File: src/hw/rtl/rme_pkg.sv
// Shared types, constants and microcode program for the modular exponentiation block.
package rme_pkg;

  // Field and register widths of the ports.
  localparam int DATA_WIDTH          = 32;
  localparam int CFG_INDEX_WIDTH     = 2;
  localparam int OPERAND_WIDTH_DEF   = 32;

  // Register reset values.
  localparam logic [DATA_WIDTH-1:0] RESET_MODULUS  = 32'd91;
  localparam logic [DATA_WIDTH-1:0] RESET_PUB_EXP  = 32'd5;
  localparam logic [DATA_WIDTH-1:0] RESET_PRIV_EXP = 32'd29;

  // Configuration register indexes.
  localparam logic [CFG_INDEX_WIDTH-1:0] REG_MODULUS  = 2'd0;
  localparam logic [CFG_INDEX_WIDTH-1:0] REG_PUB_EXP  = 2'd1;
  localparam logic [CFG_INDEX_WIDTH-1:0] REG_PRIV_EXP = 2'd2;

  // Opcode of an input item.
  localparam logic OPC_ENCRYPT = 1'b0;
  localparam logic OPC_DECRYPT = 1'b1;

  // Program counter width and program addresses.
  localparam int PC_WIDTH = 4;
  typedef logic [PC_WIDTH-1:0] pc_t;

  localparam pc_t PC_IDLE      = 4'd0;
  localparam pc_t PC_EXP_TEST  = 4'd1;
  localparam pc_t PC_MOD_TEST  = 4'd2;
  localparam pc_t PC_RED_START = 4'd3;
  localparam pc_t PC_RED_RUN   = 4'd4;
  localparam pc_t PC_BIT_TEST  = 4'd5;
  localparam pc_t PC_MUL_START = 4'd6;
  localparam pc_t PC_MUL_RUN   = 4'd7;
  localparam pc_t PC_SQR_START = 4'd8;
  localparam pc_t PC_SQR_RUN   = 4'd9;
  localparam pc_t PC_SHIFT     = 4'd10;
  localparam pc_t PC_TO_OUT    = 4'd11;
  localparam pc_t PC_CLEAR     = 4'd12;
  localparam pc_t PC_OUT       = 4'd13;

  // Datapath operation of one step.
  typedef enum logic [2:0] {
    OP_NOP,
    OP_MSTART,
    OP_MRUN,
    OP_SHIFT,
    OP_CLEAR,
    OP_OUT
  } op_t;

  // Operand sources for the modular multiplier.
  typedef enum logic [1:0] {
    SRC_ONE,
    SRC_MSG,
    SRC_SQ,
    SRC_ACC
  } src_t;

  // Destination of a finished product.
  typedef enum logic {
    DST_SQ,
    DST_ACC
  } dst_t;

  // Jump conditions.
  typedef enum logic [3:0] {
    C_NEVER,
    C_ALWAYS,
    C_NO_INPUT,
    C_EXP_ZERO,
    C_MOD_ONE,
    C_MUL_BUSY,
    C_BIT_CLEAR,
    C_MORE_BITS,
    C_OUT_BUSY
  } cond_t;

  // One control word.
  typedef struct packed {
    op_t   op;
    src_t  a_sel;
    src_t  b_sel;
    dst_t  dst;
    cond_t cond;
    pc_t   target;
    logic  done;
  } ctrl_t;

  // Microcode program: square-and-multiply with an interleaved modular multiplier.
  function automatic ctrl_t ucode(input pc_t pc);
    ctrl_t w;
    w = '{op: OP_NOP, a_sel: SRC_ONE, b_sel: SRC_MSG, dst: DST_SQ,
          cond: C_NEVER, target: PC_IDLE, done: 1'b0};
    case (pc)
      PC_IDLE: begin
        w.cond   = C_NO_INPUT;
        w.target = PC_IDLE;
      end
      PC_EXP_TEST: begin
        w.cond   = C_EXP_ZERO;
        w.target = PC_OUT;
      end
      PC_MOD_TEST: begin
        w.cond   = C_MOD_ONE;
        w.target = PC_CLEAR;
      end
      PC_RED_START: begin
        w.op    = OP_MSTART;
        w.a_sel = SRC_ONE;
        w.b_sel = SRC_MSG;
      end
      PC_RED_RUN: begin
        w.op     = OP_MRUN;
        w.dst    = DST_SQ;
        w.cond   = C_MUL_BUSY;
        w.target = PC_RED_RUN;
      end
      PC_BIT_TEST: begin
        w.cond   = C_BIT_CLEAR;
        w.target = PC_SQR_START;
      end
      PC_MUL_START: begin
        w.op    = OP_MSTART;
        w.a_sel = SRC_SQ;
        w.b_sel = SRC_ACC;
      end
      PC_MUL_RUN: begin
        w.op     = OP_MRUN;
        w.dst    = DST_ACC;
        w.cond   = C_MUL_BUSY;
        w.target = PC_MUL_RUN;
      end
      PC_SQR_START: begin
        w.op    = OP_MSTART;
        w.a_sel = SRC_SQ;
        w.b_sel = SRC_SQ;
      end
      PC_SQR_RUN: begin
        w.op     = OP_MRUN;
        w.dst    = DST_SQ;
        w.cond   = C_MUL_BUSY;
        w.target = PC_SQR_RUN;
      end
      PC_SHIFT: begin
        w.op     = OP_SHIFT;
        w.cond   = C_MORE_BITS;
        w.target = PC_BIT_TEST;
      end
      PC_TO_OUT: begin
        w.cond   = C_ALWAYS;
        w.target = PC_OUT;
      end
      PC_CLEAR: begin
        w.op = OP_CLEAR;
      end
      PC_OUT: begin
        w.op     = OP_OUT;
        w.cond   = C_OUT_BUSY;
        w.target = PC_OUT;
        w.done   = 1'b1;
      end
      default: begin
        w.cond   = C_ALWAYS;
        w.target = PC_IDLE;
      end
    endcase
    return w;
  endfunction

endpackage

File: src/hw/rtl/rsa_modular_exponentiation_top.sv
// Microcoded modular exponentiation engine with key registers and output register.
//
//   channel   direction  handshake             payload
//   in        input      in_valid / in_stall   opcode, message
//   out       output     out_valid / out_stall result
//   cfg       input      cfg_valid / cfg_ready cfg_index, cfg_data
//
// The serial modular multiplier handles one multiplier bit per cycle. An exponent of zero
// skips the multiplier and goes straight from the exponent test to the output step.
// Reset loads the key registers with their defaults and returns the sequencer to idle.
// A new item is taken only while the sequencer is idle; the result waits in the output
// register under stall, and the sequencer holds at its output step until it is free.
module rsa_modular_exponentiation_top #(
  parameter int OPERAND_WIDTH = rme_pkg::OPERAND_WIDTH_DEF
) (
  input  logic                                  clk,
  input  logic                                  rst,
  // Input channel.
  input  logic                                  in_valid,
  output logic                                  in_stall,
  input  logic                                  opcode,
  input  logic [rme_pkg::DATA_WIDTH-1:0]        message,
  // Output channel.
  output logic                                  out_valid,
  input  logic                                  out_stall,
  output logic [rme_pkg::DATA_WIDTH-1:0]        result,
  // Configuration channel.
  input  logic                                  cfg_valid,
  output logic                                  cfg_ready,
  input  logic [rme_pkg::CFG_INDEX_WIDTH-1:0]   cfg_index,
  input  logic [rme_pkg::DATA_WIDTH-1:0]        cfg_data
);

  localparam int W  = OPERAND_WIDTH;
  localparam int CW = $clog2(OPERAND_WIDTH);

  // Key registers.
  logic [rme_pkg::DATA_WIDTH-1:0] modulus;
  logic [rme_pkg::DATA_WIDTH-1:0] public_exponent;
  logic [rme_pkg::DATA_WIDTH-1:0] private_exponent;

  // Sequencer.
  rme_pkg::pc_t   upc;
  rme_pkg::pc_t   upc_next;
  rme_pkg::ctrl_t cw;
  logic           jump;

  // Working registers.
  logic [W-1:0]   msg;
  logic [W-1:0]   expo;
  logic [W-1:0]   sq;
  logic [W-1:0]   acc;

  // Serial modular multiplier.
  logic [W-1:0]   ma;
  logic [W-1:0]   mb;
  logic [W-1:0]   mr;
  logic [CW-1:0]  mcnt;
  logic [W-1:0]   mr_step;
  logic [W:0]     dbl;
  logic [W:0]     dbl_red;
  logic [W:0]     sum;
  logic [W:0]     sum_red;
  logic [W-1:0]   src_a;
  logic [W-1:0]   src_b;

  logic [W-1:0]   nw;
  logic           n_zero;
  logic           in_xfer;
  logic           out_xfer;
  logic           out_busy;

  assign nw        = modulus[W-1:0];
  assign n_zero    = (nw == '0);
  assign cfg_ready = 1'b1;
  assign in_stall  = (upc != rme_pkg::PC_IDLE);
  assign in_xfer   = in_valid && !in_stall;
  assign out_xfer  = out_valid && !out_stall;
  assign out_busy  = out_valid && out_stall;
  assign cw        = rme_pkg::ucode(upc);

  // Key register writes; indexes past the list are dropped.
  always_ff @(posedge clk) begin
    if (rst) begin
      modulus          <= rme_pkg::RESET_MODULUS;
      public_exponent  <= rme_pkg::RESET_PUB_EXP;
      private_exponent <= rme_pkg::RESET_PRIV_EXP;
    end else if (cfg_valid && cfg_ready) begin
      case (cfg_index)
        rme_pkg::REG_MODULUS:  modulus          <= cfg_data;
        rme_pkg::REG_PUB_EXP:  public_exponent  <= cfg_data;
        rme_pkg::REG_PRIV_EXP: private_exponent <= cfg_data;
        default: ;
      endcase
    end
  end

  // Jump condition of the current control word.
  always_comb begin
    case (cw.cond)
      rme_pkg::C_NEVER:     jump = 1'b0;
      rme_pkg::C_ALWAYS:    jump = 1'b1;
      rme_pkg::C_NO_INPUT:  jump = !in_valid;
      rme_pkg::C_EXP_ZERO:  jump = (expo == '0);
      rme_pkg::C_MOD_ONE:   jump = (nw == W'(1));
      rme_pkg::C_MUL_BUSY:  jump = (mcnt != '0);
      rme_pkg::C_BIT_CLEAR: jump = !expo[0];
      rme_pkg::C_MORE_BITS: jump = (expo[W-1:1] != '0);
      rme_pkg::C_OUT_BUSY:  jump = out_busy;
      default:              jump = 1'b0;
    endcase
  end

  // Next program counter: jump, wrap to idle after the last step, or fall through.
  always_comb begin
    if (jump) begin
      upc_next = cw.target;
    end else if (cw.done) begin
      upc_next = rme_pkg::PC_IDLE;
    end else begin
      upc_next = upc + rme_pkg::pc_t'(1);
    end
  end

  // Multiplier operand selection.
  always_comb begin
    case (cw.a_sel)
      rme_pkg::SRC_ONE: src_a = W'(1);
      rme_pkg::SRC_MSG: src_a = msg;
      rme_pkg::SRC_SQ:  src_a = sq;
      rme_pkg::SRC_ACC: src_a = acc;
      default:          src_a = W'(1);
    endcase
    case (cw.b_sel)
      rme_pkg::SRC_ONE: src_b = W'(1);
      rme_pkg::SRC_MSG: src_b = msg;
      rme_pkg::SRC_SQ:  src_b = sq;
      rme_pkg::SRC_ACC: src_b = acc;
      default:          src_b = msg;
    endcase
  end

  // One multiplier step: double and reduce, then add the multiplicand and reduce.
  // With a zero modulus nothing is reduced and the value wraps at W bits.
  always_comb begin
    dbl     = {mr, 1'b0};
    dbl_red = (!n_zero && (dbl >= {1'b0, nw})) ? (dbl - {1'b0, nw}) : dbl;
    sum     = dbl_red + (mb[W-1] ? {1'b0, ma} : '0);
    sum_red = (!n_zero && (sum >= {1'b0, nw})) ? (sum - {1'b0, nw}) : sum;
    mr_step = sum_red[W-1:0];
  end

  // Sequencer and output valid.
  always_ff @(posedge clk) begin
    if (rst) begin
      upc       <= rme_pkg::PC_IDLE;
      out_valid <= 1'b0;
    end else begin
      upc <= upc_next;
      // The output step loads a new result; otherwise a transfer empties the register.
      if (cw.op == rme_pkg::OP_OUT && !out_busy) begin
        out_valid <= 1'b1;
      end else if (out_xfer) begin
        out_valid <= 1'b0;
      end
    end
  end

  // Datapath registers driven by the control word.
  always_ff @(posedge clk) begin
    if (in_xfer) begin
      msg  <= message[W-1:0];
      expo <= (opcode == rme_pkg::OPC_DECRYPT) ? private_exponent[W-1:0]
                                               : public_exponent[W-1:0];
      acc  <= W'(1);
    end
    case (cw.op)
      rme_pkg::OP_MSTART: begin
        ma   <= src_a;
        mb   <= src_b;
        mr   <= '0;
        mcnt <= CW'(W - 1);
      end
      rme_pkg::OP_MRUN: begin
        mr   <= mr_step;
        mb   <= {mb[W-2:0], 1'b0};
        mcnt <= mcnt - CW'(1);
        if (mcnt == '0) begin
          if (cw.dst == rme_pkg::DST_ACC) begin
            acc <= mr_step;
          end else begin
            sq <= mr_step;
          end
        end
      end
      rme_pkg::OP_SHIFT: begin
        expo <= expo >> 1;
      end
      rme_pkg::OP_CLEAR: begin
        acc <= '0;
      end
      rme_pkg::OP_OUT: begin
        if (!out_busy) begin
          result <= rme_pkg::DATA_WIDTH'(acc);
        end
      end
      default: ;
    endcase
  end

  // A result appears only from the output step.
  a_out_from_seq: assert property (@(posedge clk) disable iff (rst)
    $rose(out_valid) |-> $past(upc) == rme_pkg::PC_OUT)
    else $error("result raised outside the output step");

  // An accepted item starts the program at the exponent test.
  a_start: assert property (@(posedge clk) disable iff (rst)
    in_xfer |=> upc == rme_pkg::PC_EXP_TEST)
    else $error("sequencer did not start after an input transfer");

  // The partial product stays reduced below a nonzero modulus.
  a_reduced: assert property (@(posedge clk) disable iff (rst)
    (cw.op == rme_pkg::OP_MRUN && !n_zero) |-> mr < nw)
    else $error("partial product not reduced");

  // The multiplier leaves its run step once the bit count is spent.
  a_mul_end: assert property (@(posedge clk) disable iff (rst)
    (cw.op == rme_pkg::OP_MRUN && mcnt == '0) |=> cw.op != rme_pkg::OP_MRUN)
    else $error("multiplier ran past its last bit");

endmodule

File: config.mk
export PLATFORM = sky130hd
export DESIGN_NAME = rsa_modular_exponentiation_top
export DESIGN_NICKNAME = d
export VERILOG_FILES = /design/src/hw/rtl/rme_pkg.sv /design/src/hw/rtl/rsa_modular_exponentiation_top.sv
export SDC_FILE = /design/constraint.sdc
export NUM_CORES = 1
export LEC_CHECK = 0
export ABC_AREA = 1
export BUFFER_PORTS_ARGS = -buffer_cell sky130_fd_sc_hd__buf_2
export CAP_MARGIN = 20
export CORE_UTILIZATION = 60
export DETAILED_ROUTE_END_ITERATION = 8
export GPL_TIMING_DRIVEN = 0
export PLACE_DENSITY_LB_ADDON = 0.1
export SLEW_MARGIN = 5
export SYNTH_ARGS = -nofsm -noshare
export SYNTH_HDL_FRONTEND = slang
export SYNTH_SLANG_ARGS = --single-unit
File: constraint.sdc
create_clock -name clk -period 7.2 [get_ports clk]
set_input_delay 0.36 -clock clk [delete_from_list [all_inputs] [get_ports clk]]
set_output_delay 0.36 -clock clk [all_outputs]
set_load 0.03 [all_outputs]
==> reports/qor_table.md, run 1 <==
| Stage | Item | Reported |
| --- | --- | --- |
| synth | Yosys reg bits | 362 |
| route | Detailed Route Iter0 Violations | 2,588 |
| critical path | Depth of the worst register-to-register path | 40 |
| cts | H-tree levels | 2 |
| die | Standard-cell row count | 68 |
| critical path | Internal reg-to-reg setup slack | 0.30 ns |
| critical path | Most frequent cell on the critical path | sky130_fd_sc_hd__nand2_1 |
| critical path | Critical path endpoint category | flop |
| route | Via count | 19,700 |
| critical path | Critical path origin | modulus[2]$_SDFFE_PP0P_ |
| synth | Fraction of registers with async set/reset | 0 |
| cells and area | Share of cells above drive strength 1 | 0.0803 |
| sta | Pins over their slew limit | 0 |
| sta | Worst hold-check slack | 0.0605 ns |
| cells and area | Layout Area Growth over Synthesis | 14.1% |
| placement | Global placer's final weighted congestion | 0.997 |
| placement | Post-Place Setup Slack | -0.177 ns |
| sta | Setup Skew | 0.0224 ns |
| die | DIE AREA | 35,700 um2 |
| critical path | Worst Path Class, Setup | reg2reg |
| route | Routed Wire Length | 66,700 um |
| cts | Cell at the root of the clock tree | sky130_fd_sc_hd__clkbuf_16 |
| synth | Seq/Total Area, Yosys | 0.455 |
| min path | HP Start | cfg_data[3] |
| cts | Buffer depth of the longest clock path | 3 |
| cells and area | Layout net count | 3,018 |
| cells and area | Final design area excluding fillers | 23,900 um2 |
| synth | Predominant post-synthesis flop cell | sky130_fd_sc_hd__edfxtp_1 |
| cts | Num CTS Buffers | 39 |
| placement | Buffers on Ports | 104 |
| critical path | Slowest cell on the critical path | sky130_fd_sc_hd__fa_1 |
| grt | Number of global-route vias before repair | 18,400 |
| grt | Wire length of the first global-routing pass | 102,000 um |
| critical path | Largest stage delay on the critical path | 0.40 ns |
| critical path | Number of logic stages on the critical path including buffering | 40 |
| placement | Cell count after placement | 3,224 |
| cts | CTS tree | built |
| die | Boundary pin count | 107 |
| grt | Largest net degree at the start of global routing | 38 |
| cells and area | Non-filler instance count after layout | 3,332 |
| sta | Post-layout worst setup margin | 0.301 ns |
| grt | Number of antenna violations at the first check in global routing | 0 |
| synth | Yosys warns | 0 |
| critical path | Family with the most delay on the worst path | simple AND/OR/NAND/NOR gates |
| cts | Clock Sinks | 362 |
| sta | Unrepaired setup endpoints after global routing | true |
| placement | Detailed placer's ending HPWL | 51,500 um |
| die | Initial Utilization | 0.608 |
| route | Per-cell via count in the routed design | 5.91 |
| cts | Latest clock arrival within the worst-skew pair | 0.57 ns |
| critical path | Buf/Inv on CP | 6 |
| critical path | Required time of the critical path | 7.59 ns |
| cts | Clk slew on worst S/H paths | 0.06 ns |
| route | First-pass iteration count of the detailed router | 6 |
| synth | Cell count after synthesis | 2,660 |
| critical path | Crit start category | flop |
| cells and area | Antenna diodes | 0 |
| placement | Standard cell area after detailed placement | 22,200 um2 |
| synth | Synthesized net count | 2,832 |
| sta | Setup violations, final | 0 |
| critical path | Critical path data arrival time | 7.29 ns |
| route | Number of routed nets with antenna violations | 0 |
| sta | Share of the cycle needed by the critical path after routing | 0.958 |
| sta | Relative slew slack | 0.249 |
| critical path | R2R Path Start | modulus[2]$_SDFFE_PP0P_ |
| die | Die Width | 189 um |
| die | Area inside the core boundary | 34,500 um2 |
| sta | Achievable Freq | 0.145 GHz |
| route | Number of remaining DRC errors | 0 |
| route | Routed wire per std cell | 20.0 um |
| critical path | RR Endpoint | mr[29]$_SDFFCE_PN0P_ |
| grt | Aggregate global routing overflow | 0 |
| synth | Combined area of all synthesized cells | 21,000 um2 |
| sta | Final hold violation count | 0 |
| run status | Result of the run | completed |
| sta | Final critical delay including setup and external delays | 6.90 ns |
| sta | Transition at the pin with the smallest max-transition slack | 1.12 ns |
| run | Max cap viols | 0 |
| synth | Netlist cell types | 48 |
| critical path | Capturing instance or port of the critical path | mr[29]$_SDFFCE_PN0P_ |
| synth | Avg Synthesized Cell Area | 7.88 um2 |
| synth | Number of enable flip-flop cells after synthesis | 228 |
| critical path | Crit-path max FO | 10 |
| min path | Worst hold path type | in2reg |
| die | Height of the die | 189 um |
| grt | Total Routing Usage GR | 0.376 |
cells in the mapped netlist, types with 39 or more instances:
cell	n	area (um2)
sky130_fd_sc_hd__nand2_1	624	2340
sky130_fd_sc_hd__inv_1	316	1190
sky130_fd_sc_hd__nor2_1	254	953
sky130_fd_sc_hd__o21ai_0	246	1230
sky130_fd_sc_hd__a21oi_1	245	1230
sky130_fd_sc_hd__edfxtp_1	228	6850
sky130_fd_sc_hd__nand3_1	142	711
sky130_fd_sc_hd__dfxtp_1	134	2680
sky130_fd_sc_hd__ha_1	97	1210
sky130_fd_sc_hd__clkbuf_1	85	319
sky130_fd_sc_hd__xor2_1	44	385
sky130_fd_sc_hd__xnor2_1	39	342
registers in the layout (all words and copies together) (netlist names):
register / count
mcnt: 5
upc: 4
result: 32
private_exponent: 32
expo: 32
sq: 32
mb: 32
ma: 32
acc: 32
msg: 32
mr: 32
out_valid: 1
modulus: 32
public_exponent: 32
per-stage QoR:
stage / TNS [ns] / util
floorplan: 0 / -
global placement: -11.60 / 0.640
detailed placement: -9.18 / 0.644
CTS: 0 / 0.689
global route: -0.00686 / 0.694
finish: 0 / 0.694
final cells by class:
cell class / count / area, um2
Buffer: 101 / 430
Clock buffer: 60 / 1120
Clock inverter: 12 / 114
Fill cell: 2857 / 10600
Inverter: 320 / 1200
Multi-Input combinational cell: 1877 / 9940
Sequential cell: 362 / 9530
Tap cell: 455 / 569
Timing Repair Buffer: 145 / 993
metal layers:
metal / vias to the layer above / track usage / share of wire
met4: 0 / 0.134 / 0.034
met2: 1001 / 0.591 / 0.45
li1: 9338 / - / -
met1: 9204 / 0.528 / 0.42
met3: 150 / 0.0589 / 0.094
met5: - / 0 / 0
cell families (layout without fill, tap and decap cells):
group	Yosys count	count (layout)	share of synthesized area
flip-flops	362	362	0.455
adder cells (fa/ha/maj)	100	100	0.0608
other	1	1	0.000179
XOR/XNOR	83	83	0.0347
AO/OA/AOI/OAI	592	592	0.156
AND/OR/NAND/NOR	1101	1101	0.216
buffers and inverters	421	638	0.0776
worst min-delay path by stage:
stage,to,cells past startpoint
2_1_floorplan,result[0]$_DFFE_PP_,0
3_5_place_dp,private_exponent[16]$_SDFFE_PP0P_,2
4_1_cts,public_exponent[28]$_SDFFE_PP0P_,3
6_report,modulus[3]$_SDFFE_PP1P_,3
3_3_place_gp,public_exponent[0]$_SDFFE_PP1P_,2
5_1_grt,public_exponent[28]$_SDFFE_PP0P_,3
worst register-to-register path: cells and delay by family (launching register included):
family	cells	cell delay, ns
AOI/OAI and AO/OA	6	1.07
xor gates and xnor gates	1	0.27
adders and majority gates	4	1.33
buffers and inverters	6	0.76
DFF	1	0.34
and+or+nand+nor	23	2.96
layout by cell type, fill, tap and decap left out, types with 12 or more instances in the layout:
cell type and count:
sky130_fd_sc_hd__nand2_1 622, sky130_fd_sc_hd__inv_1 314, sky130_fd_sc_hd__nor2_1 252, sky130_fd_sc_hd__a21oi_1 243
sky130_fd_sc_hd__o21ai_0 242, sky130_fd_sc_hd__edfxtp_1 228, sky130_fd_sc_hd__nand3_1 140, sky130_fd_sc_hd__dfxtp_1 133
sky130_fd_sc_hd__buf_2 109, sky130_fd_sc_hd__clkbuf_1 96, sky130_fd_sc_hd__ha_1 90, sky130_fd_sc_hd__xor2_1 42
sky130_fd_sc_hd__clkbuf_16 40, sky130_fd_sc_hd__xnor2_1 38, sky130_fd_sc_hd__dlygate4sd3_1 32, sky130_fd_sc_hd__nand4_1 26
sky130_fd_sc_hd__a221oi_1 19, sky130_fd_sc_hd__o211ai_1 17, sky130_fd_sc_hd__nor3_1 15, sky130_fd_sc_hd__o21bai_1 14
sky130_fd_sc_hd__a41oi_1 13, sky130_fd_sc_hd__a21o_1 12
repair_timing:
item | 4_1_cts | 5_1_grt
setup buffers | 0 | 4
hold buffers | 32 | 0
resized for setup | 2 | 41
endpoints found under the setup margin | 94 | 96
pin swaps | 0 | 4
endpoints found under the hold margin | 32 | 0
Power of run 1 is not shown: default switching activity piles up to over one toggle a cycle in this logic, so the estimate is an artifact.
==> run 2: changes to the inputs <==
- CORE_UTILIZATION: 60 -> 62
- REMOVE_ABC_BUFFERS: default -> 1
==> reports/qor_table.md, run 2 (same netlist as run 1, synthesis figures left out) <==
| Stage | Item | Reported | Change |
| --- | --- | --- | --- |
| run status | Result of the run | completed | unchanged |
| route | Number of routed nets with antenna violations | 0 | unchanged |
| cts | Num CTS Buffers | 37 | was 39 |
| route | Per-cell via count in the routed design | 6.02 | was 5.91 |
| die | Boundary pin count | 107 | unchanged |
| grt | Largest net degree at the start of global routing | 74 | was 38 |
| placement | Detailed placer's ending HPWL | 47,200 um | was 51,500 um |
| sta | Share of the cycle needed by the critical path after routing | 0.957 | was 0.958 |
| route | Via count | 19,600 | was 19,700 |
| critical path | Worst Path Class, Setup | reg2reg | unchanged |
| min path | Worst hold path type | in2reg | unchanged |
| cells and area | Antenna diodes | 0 | unchanged |
| cts | Clock Sinks | 362 | unchanged |
| critical path | Critical path data arrival time | 7.34 ns | was 7.29 ns |
| die | Height of the die | 186 um | was 189 um |
| cts | Latest clock arrival within the worst-skew pair | 0.56 ns | was 0.57 ns |
| critical path | Largest stage delay on the critical path | 0.46 ns | was 0.40 ns |
| cts | CTS tree | built | unchanged |
| route | Routed Wire Length | 68,300 um | was 66,700 um |
| critical path | Crit start category | flop | unchanged |
| sta | Final hold violation count | 0 | unchanged |
| run | Max cap viols | 0 | unchanged |
| critical path | Slowest cell on the critical path | sky130_fd_sc_hd__edfxtp_1 | was sky130_fd_sc_hd__fa_1 |
| sta | Relative slew slack | 0.284 | was 0.249 |
| cells and area | Share of cells above drive strength 1 | 0.100 | was 0.0803 |
| sta | Final critical delay including setup and external delays | 6.89 ns | was 6.90 ns |
| cts | Clk slew on worst S/H paths | 0.07 ns | was 0.06 ns |
| die | Die Width | 186 um | was 189 um |
| die | Area inside the core boundary | 32,900 um2 | was 34,500 um2 |
| placement | Global placer's final weighted congestion | 0.974 | was 0.997 |
| cts | H-tree levels | 2 | unchanged |
| critical path | Internal reg-to-reg setup slack | 0.31 ns | was 0.30 ns |
| cells and area | Most used cells in the layout excluding fill and tap cells | 615 x sky130_fd_sc_hd__nand2_1, 311 x sky130_fd_sc_hd__inv_1, 245 x sky130_fd_sc_hd__nor2_1, 242 x sky130_fd_sc_hd__a21oi_1, 242 x sky130_fd_sc_hd__o21ai_0 | was 622 x sky130_fd_sc_hd__nand2_1, 314 x sky130_fd_sc_hd__inv_1, 252 x sky130_fd_sc_hd__nor2_1, 243 x sky130_fd_sc_hd__a21oi_1, 242 x sky130_fd_sc_hd__o21ai_0 |
| grt | Number of antenna violations at the first check in global routing | 1 | was 0 |
| grt | Total Routing Usage GR | 0.403 | was 0.376 |
| cells and area | Post-Route Utilization | 0.738 | was 0.694 |
| die | Standard-cell row count | 66 | was 68 |
| cells and area | Layout net count | 2,952 | was 3,018 |
| grt | Number of global-route vias before repair | 19,300 | was 18,400 |
| cts | Cell at the root of the clock tree | sky130_fd_sc_hd__clkbuf_16 | unchanged |
| critical path | Most frequent cell on the critical path | sky130_fd_sc_hd__nand2_1 | unchanged |
| cts | Buffer depth of the longest clock path | 3 | unchanged |
| cells and area | Most common cell after layout, fill and taps aside | sky130_fd_sc_hd__nand2_1 | unchanged |
| route | Routed wire per std cell | 21.0 um | was 20.0 um |
| critical path | Required time of the critical path | 7.65 ns | was 7.59 ns |
| die | DIE AREA | 34,500 um2 | was 35,700 um2 |
| sta | Setup Skew | 0.0302 ns | was 0.0224 ns |
| critical path | Critical path endpoint category | flop | unchanged |
| sta | Achievable Freq | 0.145 GHz | about the same |
| sta | Pins over their slew limit | 0 | unchanged |
| grt | Aggregate global routing overflow | 0 | unchanged |
| route | Detailed Route Iter0 Violations | 2,263 | was 2,588 |
| sta | Setup violations, final | 0 | unchanged |
| die | Initial Utilization | 0.638 | was 0.608 |
| route | First-pass iteration count of the detailed router | 6 | unchanged |
| cells and area | Layout Area Growth over Synthesis | 15.8% | was 14.1% |
| placement | Buffers on Ports | 105 | was 104 |
| grt | Wire length of the first global-routing pass | 105,000 um | was 102,000 um |
| critical path | Crit-path max FO | 37 | was 10 |
| route | Number of remaining DRC errors | 0 | unchanged |
| sta | Transition at the pin with the smallest max-transition slack | 1.07 ns | was 1.12 ns |
-- run 2: cell count changes in the layout (fill, tap and decap cells not counted), sizes merged --
cell      delta
nand4        +1
bufinv       +2
clkbuf      -90
clkinv       +2
clkinvlp     +2
nand2        +1
buf         +17
inv          -3
-- run 2: layer usage --
layer	part of all wire	track usage	routed length (um)	vias up
met5	0	0	0	-
met4	0.045	0.200	3110	0
met3	0.090	0.0839	6120	227
met2	0.48	0.669	32500	1168
met1	0.39	0.496	26600	8993
li1	-	-	-	9193
-- run 2: cell type report --
class                   count  area [um2]
multi-input cells        1879       10200
flip-flops and latches    362        9530
fillers                  2310        8610
repair buffers            180        1550
inverters                 320        1210
clock buffers              53        1100
well taps                 442         553
clock inverters            15         163
-- run 2: timing repair --
action	4_1_cts	5_1_grt
pin swaps	4	2
hold buffers	32	0
resized for setup	11	37
buffers inserted	7	10
hold endpoints to repair	32	0
setup endpoints to repair	96	96
gates cloned	2	0
-- run 2: critical path, delay by kind of cell, from the launching register on --
kind / cells / cell delay (ns)
flip-flops: 1 / 0.46
XOR/XNOR: 1 / 0.20
AO/OA/AOI/OAI: 6 / 1.43
adder cells (fa/ha/maj): 3 / 1.14
AND/OR/NAND/NOR: 21 / 2.63
buffers and inverters: 6 / 0.89
-- run 2: stage by stage --
step	area (um2)	setup slack, ns	cells	hold slack (ns)	TNS [ns]
3_5_place_dp	22200	-1.39	3130	0.445	-107.38
5_1_grt	24300	-0.0216	3251	0.0601	-0.0612
2_1_floorplan	20500	0.808	2559	0.423	0
3_3_place_gp	21600	-3.57	3106	0.436	-521.84
6_report	24300	0.310	3251	0.0655	0
4_1_cts	23900	0.0842	3239	0.0380	0
-- run 2: path summary, 6_finish.rpt --
path                                     start                           endpoint  cells past startpoint
min                                cfg_data[0]    public_exponent[0]$_SDFFE_PP1P_                      3
min reg2reg  private_exponent[20]$_SDFFE_PP0P_  private_exponent[20]$_SDFFE_PP0P_                      2
max                       mr[18]$_SDFFCE_PN0P_                     acc[2]$_DFF_P_                     37
max reg2reg               mr[18]$_SDFFCE_PN0P_                     acc[2]$_DFF_P_                     37
Power of run 2 is left out for the same reason.
